[src/hdl/polynomial_term_store_evaluator_core_defines.svh]
// Assertion macros shared by the polynomial term store evaluator RTL.
`ifndef POLYNOMIAL_TERM_STORE_EVALUATOR_CORE_DEFINES_SVH
`define POLYNOMIAL_TERM_STORE_EVALUATOR_CORE_DEFINES_SVH

`ifndef ASSERT_OFF
`define PTSE_ASSERT(label, clk, rst, prop, msg) \
  label: assert property (@(posedge clk) disable iff (rst) prop) else $error(msg);
`define PTSE_ASSERT_ALWAYS(label, clk, prop, msg) \
  label: assert property (@(posedge clk) prop) else $error(msg);
`else
`define PTSE_ASSERT(label, clk, rst, prop, msg)
`define PTSE_ASSERT_ALWAYS(label, clk, prop, msg)
`endif

`endif

[src/hdl/ptse_pkg.sv]
// Types and constants of the polynomial term store evaluator.
package ptse_pkg;

  localparam int OP_W    = 2;
  localparam int COEF_W  = 16;
  localparam int EXP_W   = 3;
  localparam int X_W     = 8;
  localparam int STAT_W  = 2;
  localparam int VALUE_W = 64;
  localparam int POW_W   = 50;
  localparam int PROD_W  = COEF_W + POW_W;
  localparam int TERM_W  = COEF_W + EXP_W;

  typedef logic [OP_W-1:0]   op_t;
  typedef logic [STAT_W-1:0] stat_t;
  typedef logic [2:0]        res_t;

  localparam op_t OP_ADD      = 2'd0;
  localparam op_t OP_REMOVE   = 2'd1;
  localparam op_t OP_CONTAINS = 2'd2;
  localparam op_t OP_EVAL     = 2'd3;

  localparam stat_t ST_OK   = 2'd0;
  localparam stat_t ST_FULL = 2'd1;
  localparam stat_t ST_MISS = 2'd2;
  localparam stat_t ST_SAT  = 2'd3;

  localparam res_t RES_OK    = 3'd0;
  localparam res_t RES_FULL  = 3'd1;
  localparam res_t RES_MISS  = 3'd2;
  localparam res_t RES_FOUND = 3'd3;
  localparam res_t RES_EVAL  = 3'd4;

  typedef struct packed {
    logic capture;
    logic write_term;
    logic free_term;
    logic pow_load;
    logic pow_step;
    logic mul;
    logic acc_add;
    logic finish;
    res_t result;
  } cmd_t;

  typedef struct packed {
    op_t  opcode;
    logic slot_valid;
    logic slot_match;
    logic pow_done;
    logic out_free;
  } sts_t;

endpackage

[src/hdl/ptse_ram.sv]
// Generic single write port, single read port RAM with registered read.
module ptse_ram #(
  parameter int WIDTH = 8,
  parameter int DEPTH = 16,
  localparam int AW = (DEPTH > 1) ? $clog2(DEPTH) : 1
) (
  input  logic             clk,
  input  logic             we,
  input  logic [AW-1:0]    waddr,
  input  logic [WIDTH-1:0] wdata,
  input  logic [AW-1:0]    raddr,
  output logic [WIDTH-1:0] rdata
);

  logic [WIDTH-1:0] mem [DEPTH];

  always_ff @(posedge clk) begin
    if (we) begin
      mem[waddr] <= wdata;
    end
    rdata <= mem[raddr];
  end

endmodule

[src/hdl/ptse_ctrl.sv]
// Sequencer: walks the term slots for each opcode and drives the datapath.
`include "polynomial_term_store_evaluator_core_defines.svh"

module ptse_ctrl
  import ptse_pkg::*;
#(
  parameter int TERM_SLOTS = 16,
  localparam int SLOT_W = (TERM_SLOTS > 1) ? $clog2(TERM_SLOTS) : 1
) (
  input  logic              clk,
  input  logic              rst,
  input  logic              in_valid,
  output logic              in_stall,
  input  sts_t              sts,
  output cmd_t              cmd,
  output logic [SLOT_W-1:0] slot
);

  localparam logic [2:0] S_IDLE = 3'd0;
  localparam logic [2:0] S_RD   = 3'd1;
  localparam logic [2:0] S_CHK  = 3'd2;
  localparam logic [2:0] S_POW  = 3'd3;
  localparam logic [2:0] S_MUL  = 3'd4;
  localparam logic [2:0] S_ACC  = 3'd5;
  localparam logic [2:0] S_FIN  = 3'd6;

  logic [2:0]        state, state_next;
  logic [SLOT_W-1:0] slot_next;
  res_t              res, res_next;
  logic              last;

  assign last     = (slot == SLOT_W'(TERM_SLOTS - 1));
  assign in_stall = (state != S_IDLE);

  always_comb begin
    state_next = state;
    slot_next  = slot;
    res_next   = res;
    cmd        = '0;
    cmd.result = res;
    unique case (state)
      S_IDLE: begin
        if (in_valid) begin
          cmd.capture = 1'b1;
          slot_next   = '0;
          state_next  = S_RD;
        end
      end
      S_RD: begin
        state_next = S_CHK;
      end
      S_CHK: begin
        case (sts.opcode) inside
          OP_ADD: begin
            if (!sts.slot_valid) begin
              cmd.write_term = 1'b1;
              res_next       = RES_OK;
              state_next     = S_FIN;
            end else if (last) begin
              res_next   = RES_FULL;
              state_next = S_FIN;
            end else begin
              slot_next  = slot + 1'b1;
              state_next = S_RD;
            end
          end
          OP_REMOVE, OP_CONTAINS: begin
            if (sts.slot_match) begin
              cmd.free_term = (sts.opcode == OP_REMOVE);
              res_next      = RES_FOUND;
              state_next    = S_FIN;
            end else if (last) begin
              res_next   = (sts.opcode == OP_REMOVE) ? RES_MISS : RES_OK;
              state_next = S_FIN;
            end else begin
              slot_next  = slot + 1'b1;
              state_next = S_RD;
            end
          end
          default: begin
            if (sts.slot_valid) begin
              cmd.pow_load = 1'b1;
              state_next   = S_POW;
            end else if (last) begin
              res_next   = RES_EVAL;
              state_next = S_FIN;
            end else begin
              slot_next  = slot + 1'b1;
              state_next = S_RD;
            end
          end
        endcase
      end
      S_POW: begin
        if (sts.pow_done) begin
          state_next = S_MUL;
        end else begin
          cmd.pow_step = 1'b1;
        end
      end
      S_MUL: begin
        cmd.mul    = 1'b1;
        state_next = S_ACC;
      end
      S_ACC: begin
        cmd.acc_add = 1'b1;
        if (last) begin
          res_next   = RES_EVAL;
          state_next = S_FIN;
        end else begin
          slot_next  = slot + 1'b1;
          state_next = S_RD;
        end
      end
      S_FIN: begin
        if (sts.out_free) begin
          cmd.finish = 1'b1;
          state_next = S_IDLE;
        end
      end
      default: begin
        state_next = S_IDLE;
      end
    endcase
  end

  always_ff @(posedge clk) begin
    if (rst) begin
      state <= S_IDLE;
      slot  <= '0;
      res   <= RES_OK;
    end else begin
      state <= state_next;
      slot  <= slot_next;
      res   <= res_next;
    end
  end

  `PTSE_ASSERT(a_accept_starts_scan, clk, rst, (in_valid && !in_stall) |=> (state == S_RD && slot == '0), "scan did not start at slot zero")
  `PTSE_ASSERT(a_pow_only_eval, clk, rst, (state == S_POW) |-> (sts.opcode == OP_EVAL), "power loop outside evaluate")
  `PTSE_ASSERT(a_finish_needs_room, clk, rst, cmd.finish |-> sts.out_free, "result issued into a full output register")

endmodule

[src/hdl/ptse_dp.sv]
// Datapath: term store, valid bits, power and product units, accumulator, result register.
`include "polynomial_term_store_evaluator_core_defines.svh"

module ptse_dp
  import ptse_pkg::*;
#(
  parameter int TERM_SLOTS = 16,
  localparam int SLOT_W = (TERM_SLOTS > 1) ? $clog2(TERM_SLOTS) : 1,
  localparam int ACC_W  = PROD_W + 1 + $clog2(TERM_SLOTS) + 1
) (
  input  logic                      clk,
  input  logic                      rst,
  input  cmd_t                      cmd,
  output sts_t                      sts,
  input  logic [SLOT_W-1:0]         slot,
  input  logic [OP_W-1:0]           opcode,
  input  logic signed [COEF_W-1:0]  coefficient,
  input  logic [EXP_W-1:0]          exponent,
  input  logic signed [X_W-1:0]     x_value,
  output logic                      out_valid,
  input  logic                      out_stall,
  output logic                      found,
  output logic [STAT_W-1:0]         status,
  output logic signed [VALUE_W-1:0] value
);

  logic [TERM_SLOTS-1:0] term_valid;
  op_t                   op_q;
  logic [COEF_W-1:0]     coef_q;
  logic [EXP_W-1:0]      exp_q;
  logic [X_W-1:0]        x_q;
  logic [X_W-1:0]        x_mag;
  logic [TERM_W-1:0]     rdata;
  logic [COEF_W-1:0]     rd_coef;
  logic [EXP_W-1:0]      rd_exp;
  logic [COEF_W-1:0]     cmag_q;
  logic                  neg_q;
  logic [EXP_W-1:0]      pow_cnt;
  logic [POW_W-1:0]      pow_q;
  logic [POW_W+X_W-1:0]  pow_prod;
  logic [PROD_W-1:0]     prod_q;
  logic [ACC_W-1:0]      acc_q;
  logic [ACC_W-1:0]      term_ext;
  logic [ACC_W-VALUE_W:0] acc_hi;
  logic                  sat;

  ptse_ram #(
    .WIDTH (TERM_W),
    .DEPTH (TERM_SLOTS)
  ) u_store (
    .clk   (clk),
    .we    (cmd.write_term),
    .waddr (slot),
    .wdata ({coef_q, exp_q}),
    .raddr (slot),
    .rdata (rdata)
  );

  assign rd_coef  = rdata[TERM_W-1:EXP_W];
  assign rd_exp   = rdata[EXP_W-1:0];
  assign x_mag    = x_q[X_W-1] ? (~x_q + 1'b1) : x_q;
  assign pow_prod = pow_q * x_mag;
  assign term_ext = {{(ACC_W-PROD_W){1'b0}}, prod_q};
  assign acc_hi   = acc_q[ACC_W-1:VALUE_W-1];
  assign sat      = !((&acc_hi) || !(|acc_hi));

  assign sts.opcode     = op_q;
  assign sts.slot_valid = term_valid[slot];
  assign sts.slot_match = term_valid[slot] && (rd_coef == coef_q) && (rd_exp == exp_q);
  assign sts.pow_done   = (pow_cnt == '0);
  assign sts.out_free   = !out_valid || !out_stall;

  always_ff @(posedge clk) begin
    if (rst) begin
      term_valid <= '0;
    end else if (cmd.write_term) begin
      term_valid[slot] <= 1'b1;
    end else if (cmd.free_term) begin
      term_valid[slot] <= 1'b0;
    end
  end

  always_ff @(posedge clk) begin
    if (cmd.capture) begin
      op_q   <= opcode;
      coef_q <= coefficient;
      exp_q  <= exponent;
      x_q    <= x_value;
      acc_q  <= '0;
    end else if (cmd.acc_add) begin
      acc_q <= neg_q ? (acc_q - term_ext) : (acc_q + term_ext);
    end
    if (cmd.pow_load) begin
      pow_q   <= POW_W'(1);
      pow_cnt <= rd_exp;
      cmag_q  <= rd_coef[COEF_W-1] ? (~rd_coef + 1'b1) : rd_coef;
      neg_q   <= rd_coef[COEF_W-1] ^ (x_q[X_W-1] & rd_exp[0]);
    end else if (cmd.pow_step) begin
      pow_q   <= pow_prod[POW_W-1:0];
      pow_cnt <= pow_cnt - 1'b1;
    end
    if (cmd.mul) begin
      prod_q <= cmag_q * pow_q;
    end
  end

  always_ff @(posedge clk) begin
    if (rst) begin
      out_valid <= 1'b0;
    end else if (cmd.finish) begin
      out_valid <= 1'b1;
    end else if (!out_stall) begin
      out_valid <= 1'b0;
    end
  end

  always_ff @(posedge clk) begin
    if (cmd.finish) begin
      found <= (cmd.result == RES_FOUND);
      case (cmd.result)
        RES_FULL: begin
          status <= ST_FULL;
          value  <= '0;
        end
        RES_MISS: begin
          status <= ST_MISS;
          value  <= '0;
        end
        RES_EVAL: begin
          if (sat) begin
            status <= ST_SAT;
            value  <= acc_q[ACC_W-1] ? {1'b1, {(VALUE_W-1){1'b0}}}
                                     : {1'b0, {(VALUE_W-1){1'b1}}};
          end else begin
            status <= ST_OK;
            value  <= acc_q[VALUE_W-1:0];
          end
        end
        default: begin
          status <= ST_OK;
          value  <= '0;
        end
      endcase
    end
  end

  `PTSE_ASSERT(a_add_free_slot, clk, rst, cmd.write_term |-> !sts.slot_valid, "live slot written")
  `PTSE_ASSERT(a_free_matched, clk, rst, cmd.free_term |-> sts.slot_match, "free without match")
  `PTSE_ASSERT(a_out_finish, clk, rst, $rose(out_valid) |-> $past(cmd.finish), "stray result")

endmodule

[src/hdl/polynomial_term_store_evaluator_core.sv]
// Top level of the polynomial term store evaluator.
//
//  Channel | Handshake            | Payload
//  --------+----------------------+-------------------------------------------
//  input   | in_valid / in_stall  | opcode, coefficient, exponent, x_value
//  output  | out_valid / out_stall| found, status, value
//
// Add and remove/contains scan the slots in order, each slot read then
// checked, and stop at the first free or matching slot respectively. Evaluate
// walks every slot and, for each live one, steps the shared power multiplier
// through the exponent, multiplies and accumulates. One transaction is in flight at a time.
// Reset empties the store at once; no clearing pass.
// A stalled result waits in the output register while the next item is taken.
module polynomial_term_store_evaluator_core
  import ptse_pkg::*;
#(
  parameter int TERM_SLOTS = 16
) (
  input  logic                      clk,
  input  logic                      rst,
  input  logic                      in_valid,
  output logic                      in_stall,
  input  logic [OP_W-1:0]           opcode,
  input  logic signed [COEF_W-1:0]  coefficient,
  input  logic [EXP_W-1:0]          exponent,
  input  logic signed [X_W-1:0]     x_value,
  output logic                      out_valid,
  input  logic                      out_stall,
  output logic                      found,
  output logic [STAT_W-1:0]         status,
  output logic signed [VALUE_W-1:0] value
);

  localparam int SLOT_W = (TERM_SLOTS > 1) ? $clog2(TERM_SLOTS) : 1;

  cmd_t              cmd;
  sts_t              sts;
  logic [SLOT_W-1:0] slot;

  ptse_ctrl #(
    .TERM_SLOTS (TERM_SLOTS)
  ) u_ctrl (
    .clk      (clk),
    .rst      (rst),
    .in_valid (in_valid),
    .in_stall (in_stall),
    .sts      (sts),
    .cmd      (cmd),
    .slot     (slot)
  );

  ptse_dp #(
    .TERM_SLOTS (TERM_SLOTS)
  ) u_dp (
    .clk         (clk),
    .rst         (rst),
    .cmd         (cmd),
    .sts         (sts),
    .slot        (slot),
    .opcode      (opcode),
    .coefficient (coefficient),
    .exponent    (exponent),
    .x_value     (x_value),
    .out_valid   (out_valid),
    .out_stall   (out_stall),
    .found       (found),
    .status      (status),
    .value       (value)
  );

endmodule
[config.mk]
export PLATFORM = sky130hd
export DESIGN_NAME = polynomial_term_store_evaluator_core
export DESIGN_NICKNAME = d
export VERILOG_FILES = /design/src/hdl/ptse_pkg.sv /design/src/hdl/ptse_ram.sv /design/src/hdl/ptse_ctrl.sv /design/src/hdl/ptse_dp.sv /design/src/hdl/polynomial_term_store_evaluator_core.sv
export VERILOG_INCLUDE_DIRS = /design/src /design/src/hdl
export SDC_FILE = /design/constraint.sdc
export NUM_CORES = 2
export LEC_CHECK = 0
export BUFFER_PORTS_ARGS = -buffer_cell sky130_fd_sc_hd__buf_4
export CORE_MARGIN = 3
export CORE_UTILIZATION = 29
export CTS_CLUSTER_DIAMETER = 60
export CTS_CLUSTER_SIZE = 12
export DETAILED_ROUTE_END_ITERATION = 8
export GPL_TIMING_DRIVEN = 0
export PLACE_DENSITY = 0.51
export SYNTH_ARGS = -nofsm -noshare
export SYNTH_HDL_FRONTEND = slang
export SYNTH_SLANG_ARGS = --single-unit
[constraint.sdc]
create_clock -name clk -period 12.7 [get_ports clk]
set_input_delay 1.905 -clock clk [delete_from_list [all_inputs] [get_ports clk]]
set_output_delay 1.905 -clock clk [all_outputs]
set_load 0.03 [all_outputs]
==> key figures <==
Run status
  • Status: finished clean

Routing
  • DRC errors left: 0
  • Via count: 49049
  • DR WL/cell: around 21 microns
  • WL final: between 200000 and 250000 microns
  • Initial drt markers: 3919
  • Vias per cell: a little under 5
  • Drt pass-1 iters: 6
  • Antenna Nets Post-Route: 0

Placed design
  • Placed insts: ~9900
  • GPL Wtd Cong: about 0.9
  • Buffers on Ports: 100
  • Detailed placement HPWL: ~170000 microns

Clock tree
  • Worst-Skew Late Latency: about 0.7 ns
  • Hold-fix buffers, CTS: 0
  • Clock buffer depth: 3
  • Resized Gates After CTS: 0
  • Clock sinks: approximately 650
  • Root Buffer: clkbuf_16
  • TritonCTS clock tree: built
  • H-tree levels: 3
  • Postcts setup bufs: 0
  • CTS buffer count: between 80 and 90
  • Clock slew at reported path FFs: 0.06 ns

Timing
  • Worst-margin pin slew: between 1 and 1.5 ns
  • Skew final: 0.0783 ns
  • Fmax achieved: ~0.11 GHz
  • Slew HR: 0.0862
  • RSZ-0062 raised after global routing: false
  • Setup Viol. Count Final: 0
  • Slew Limit Fails: 0
  • Fin Setup TNS: 0 ns
  • Minimum clock period: 9.37 ns
  • Hold WS: 0.476 ns
  • Final hold vios: 0
  • Final period util: 0.738

Floorplanning
  • Initial Util: 0.292
  • DIE HEIGHT: 483 microns
  • Die area: roughly 0.23 sq mm
  • Cell Rows: ~170
  • Placeable Area: 0.226 sq mm
  • Num ports: just over 100
  • Die Span X: between 400 and 500 microns

Min path
  • Worst min-delay path class: reg2reg

Synthesis
  • Synth top area share: 0.284
  • Most frequent cell after synthesis: inv_1
  • Syn nets: between 7000 and 8000
  • Mapped Cells: 6746
  • Post-synthesis sequential area ratio: 0.272
  • Post-synth top cells: inv_1, nand2_1, fa_1
  • Seq cells post-synth: 654
  • Synth Flop Type: edfxtp_1
  • Top post-synthesis cells by area: fa_1, edfxtp_1, inv_1
  • Mapped cell area: 0.0660 sq mm
  • Cell accounting for the most synthesized area: fa_1
  • Async SR Flop Fraction: 0
  • Average size of a mapped cell: 9.78 sq um
  • Ys Warns: 0
  • Count of cell types in the netlist: 76
  • Number of flops mapped to enable cells by yosys: 486

Global route
  • Number of global-route vias before repair: 50254
  • Top Usage Layer GRT: met2
  • Initial antenna violation count: 15
  • Met3 Usage GRT: 0.0287
  • Met1 Resource Use GR: 0.252
  • Largest net degree at the start of global routing: 39
  • GRT Resource Usage Total: 0.181
  • Gr ovfl total: 0
  • GRT met2 Usage: 0.289
  • First-pass GRT wire length: between 300000 and 400000 microns

Setup path
  • CP max stage delay: 0.93 ns
  • Crit Path Max Fanout: 10
  • Largest delay contributor family on the critical path: compound AO/OA/AOI/OAI gates
  • CP startpoint kind: flip-flop
  • Critical Path End Type: flip-flop
  • Cell mode on critical path: fa_1
  • Worst path slowest cell: clkbuf_1
  • Critical Path AT: around 10 ns
  • Critical path type: reg2reg
  • Critical path required time: about 13 ns
  • Buffers and inverters on the worst path: 6

Layout
  • Fin util: 0.325
  • Share of layout cells above drive strength 1: 0.0523
  • # nets final: slightly above 8000
  • Final Non-Filler Cells: about 10000
  • Layout area overhead: 11.3%

Flow run
  • Max Cap Viol: 0
[worst register-to-register path, cell delays in order, from the launching register on]
cell and delay [ns]:
edfxtp_1 0.31, clkbuf_1 0.63, inv_1 0.15, ha_1 0.27
nor2b_1 0.14, xnor2_1 0.19, clkbuf_1 0.93, clkbuf_1 0.85
nor2b_1 0.18, fa_1 0.58, inv_1 0.06, fa_1 0.53
inv_1 0.05, fa_1 0.47, fa_1 0.41, ha_1 0.35
o21a_1 0.21, o21a_1 0.19, and3_1 0.19, a221o_1 0.36
a21oi_1 0.64, a21oi_1 0.35, o211ai_1 0.53, o21ai_1 0.21
a21oi_1 0.21, mux2i_1 0.20, nor2_1 0.06
[layout make-up]
type | count | area, sq um
Clock inverter | 31 | 439
Antenna cell | 5 | 12.5
Multi-Input combinational cell | 4640 | 42600
Buffer | 384 | 1450
Fill cell | 23402 | 152000
Clock buffer | 122 | 2260
Inverter | 1068 | 4010
Timing Repair Buffer | 112 | 912
Sequential cell | 654 | 18000
Tap cell | 2992 | 3740
[cells in the final DEF, fill, tap and decap left out, types with 100 or more instances in the layout]
cell type  netlist  routed
mux4_2         100     100
edfxtp_1       486     486
a21oi_1        419     418
clkbuf_1       364     397
nor2_1         199     199
dfxtp_1        168     168
buf_4            0     101
nand2_1       1053    1053
nor2b_1        171     171
fa_1           935     935
xnor2_1        213     211
a21o_1         104     104
and2_1         383     383
inv_1         1067    1067
o21ai_0        124     124
ha_1           278     278
[cell families (layout without fill, tap and decap cells)]
group | count (synthesis) | count (layout) | synth area share
AO/OA/AOI/OAI | 925 | 925 | 0.0847
XOR/XNOR | 271 | 271 | 0.0360
adder cells (fa/ha/maj) | 1213 | 1213 | 0.336
buffers and inverters | 1452 | 1717 | 0.0826
flip-flops | 654 | 654 | 0.272
multiplexers | 106 | 106 | 0.0350
other | 0 | 5 | 0
AND/OR/NAND/NOR | 2125 | 2125 | 0.153
[registers in the layout (all words and copies together), names as in the netlist, named ones only]
name                flops
u_dp.pow_q             50
u_dp.u_store.rdata     19
u_dp.prod_q            66
u_dp.acc_q             72
u_dp.exp_q              3
u_dp.status             2
u_dp.out_valid          1
u_dp.u_store.mem      304
u_dp.found              1
u_ctrl.slot             4
u_dp.op_q               2
u_ctrl.res              3
u_dp.coef_q            16
u_dp.x_q                8
u_ctrl.state            3
u_dp.value             64
u_dp.pow_cnt            3
u_dp.neg_q              1
u_dp.cmag_q            16
[through the flow]
stage / setup slack [ns] / instance area (sq um)
after floorplan: 6.13 / 66000
after global placement: 3.36 / 70500
after detailed placement: 3.57 / 70700
after CTS: 3.51 / 73400
after global routing: 3.03 / 73400
final: 3.33 / 73400
[final timing paths]
| path | startpoint | end | slack [ns] | cells after the start |
|---|---|---|---|---|
| max reg2reg | u_dp.x_q[0] | u_dp.pow_q[48] | 3.33 | 26 |
| min | flip-flop | flip-flop | 0.48 | 2 |
| min reg2reg | flip-flop | flip-flop | 0.48 | 2 |
| max | u_dp.x_q[0] | u_dp.pow_q[48] | 3.33 | 26 |
[routing by layer]
metal | share of wire | vias to the layer above
li1 | - | 22018
met2 | 0.46 | 1510
met1 | 0.45 | 25232
met3 | 0.063 | 289
met5 | 0 | -
met4 | 0.032 | 0
Power is left out: the tool's default activity adds up to more than one toggle a clock period on the data nets, which glitch-free logic cannot reach.
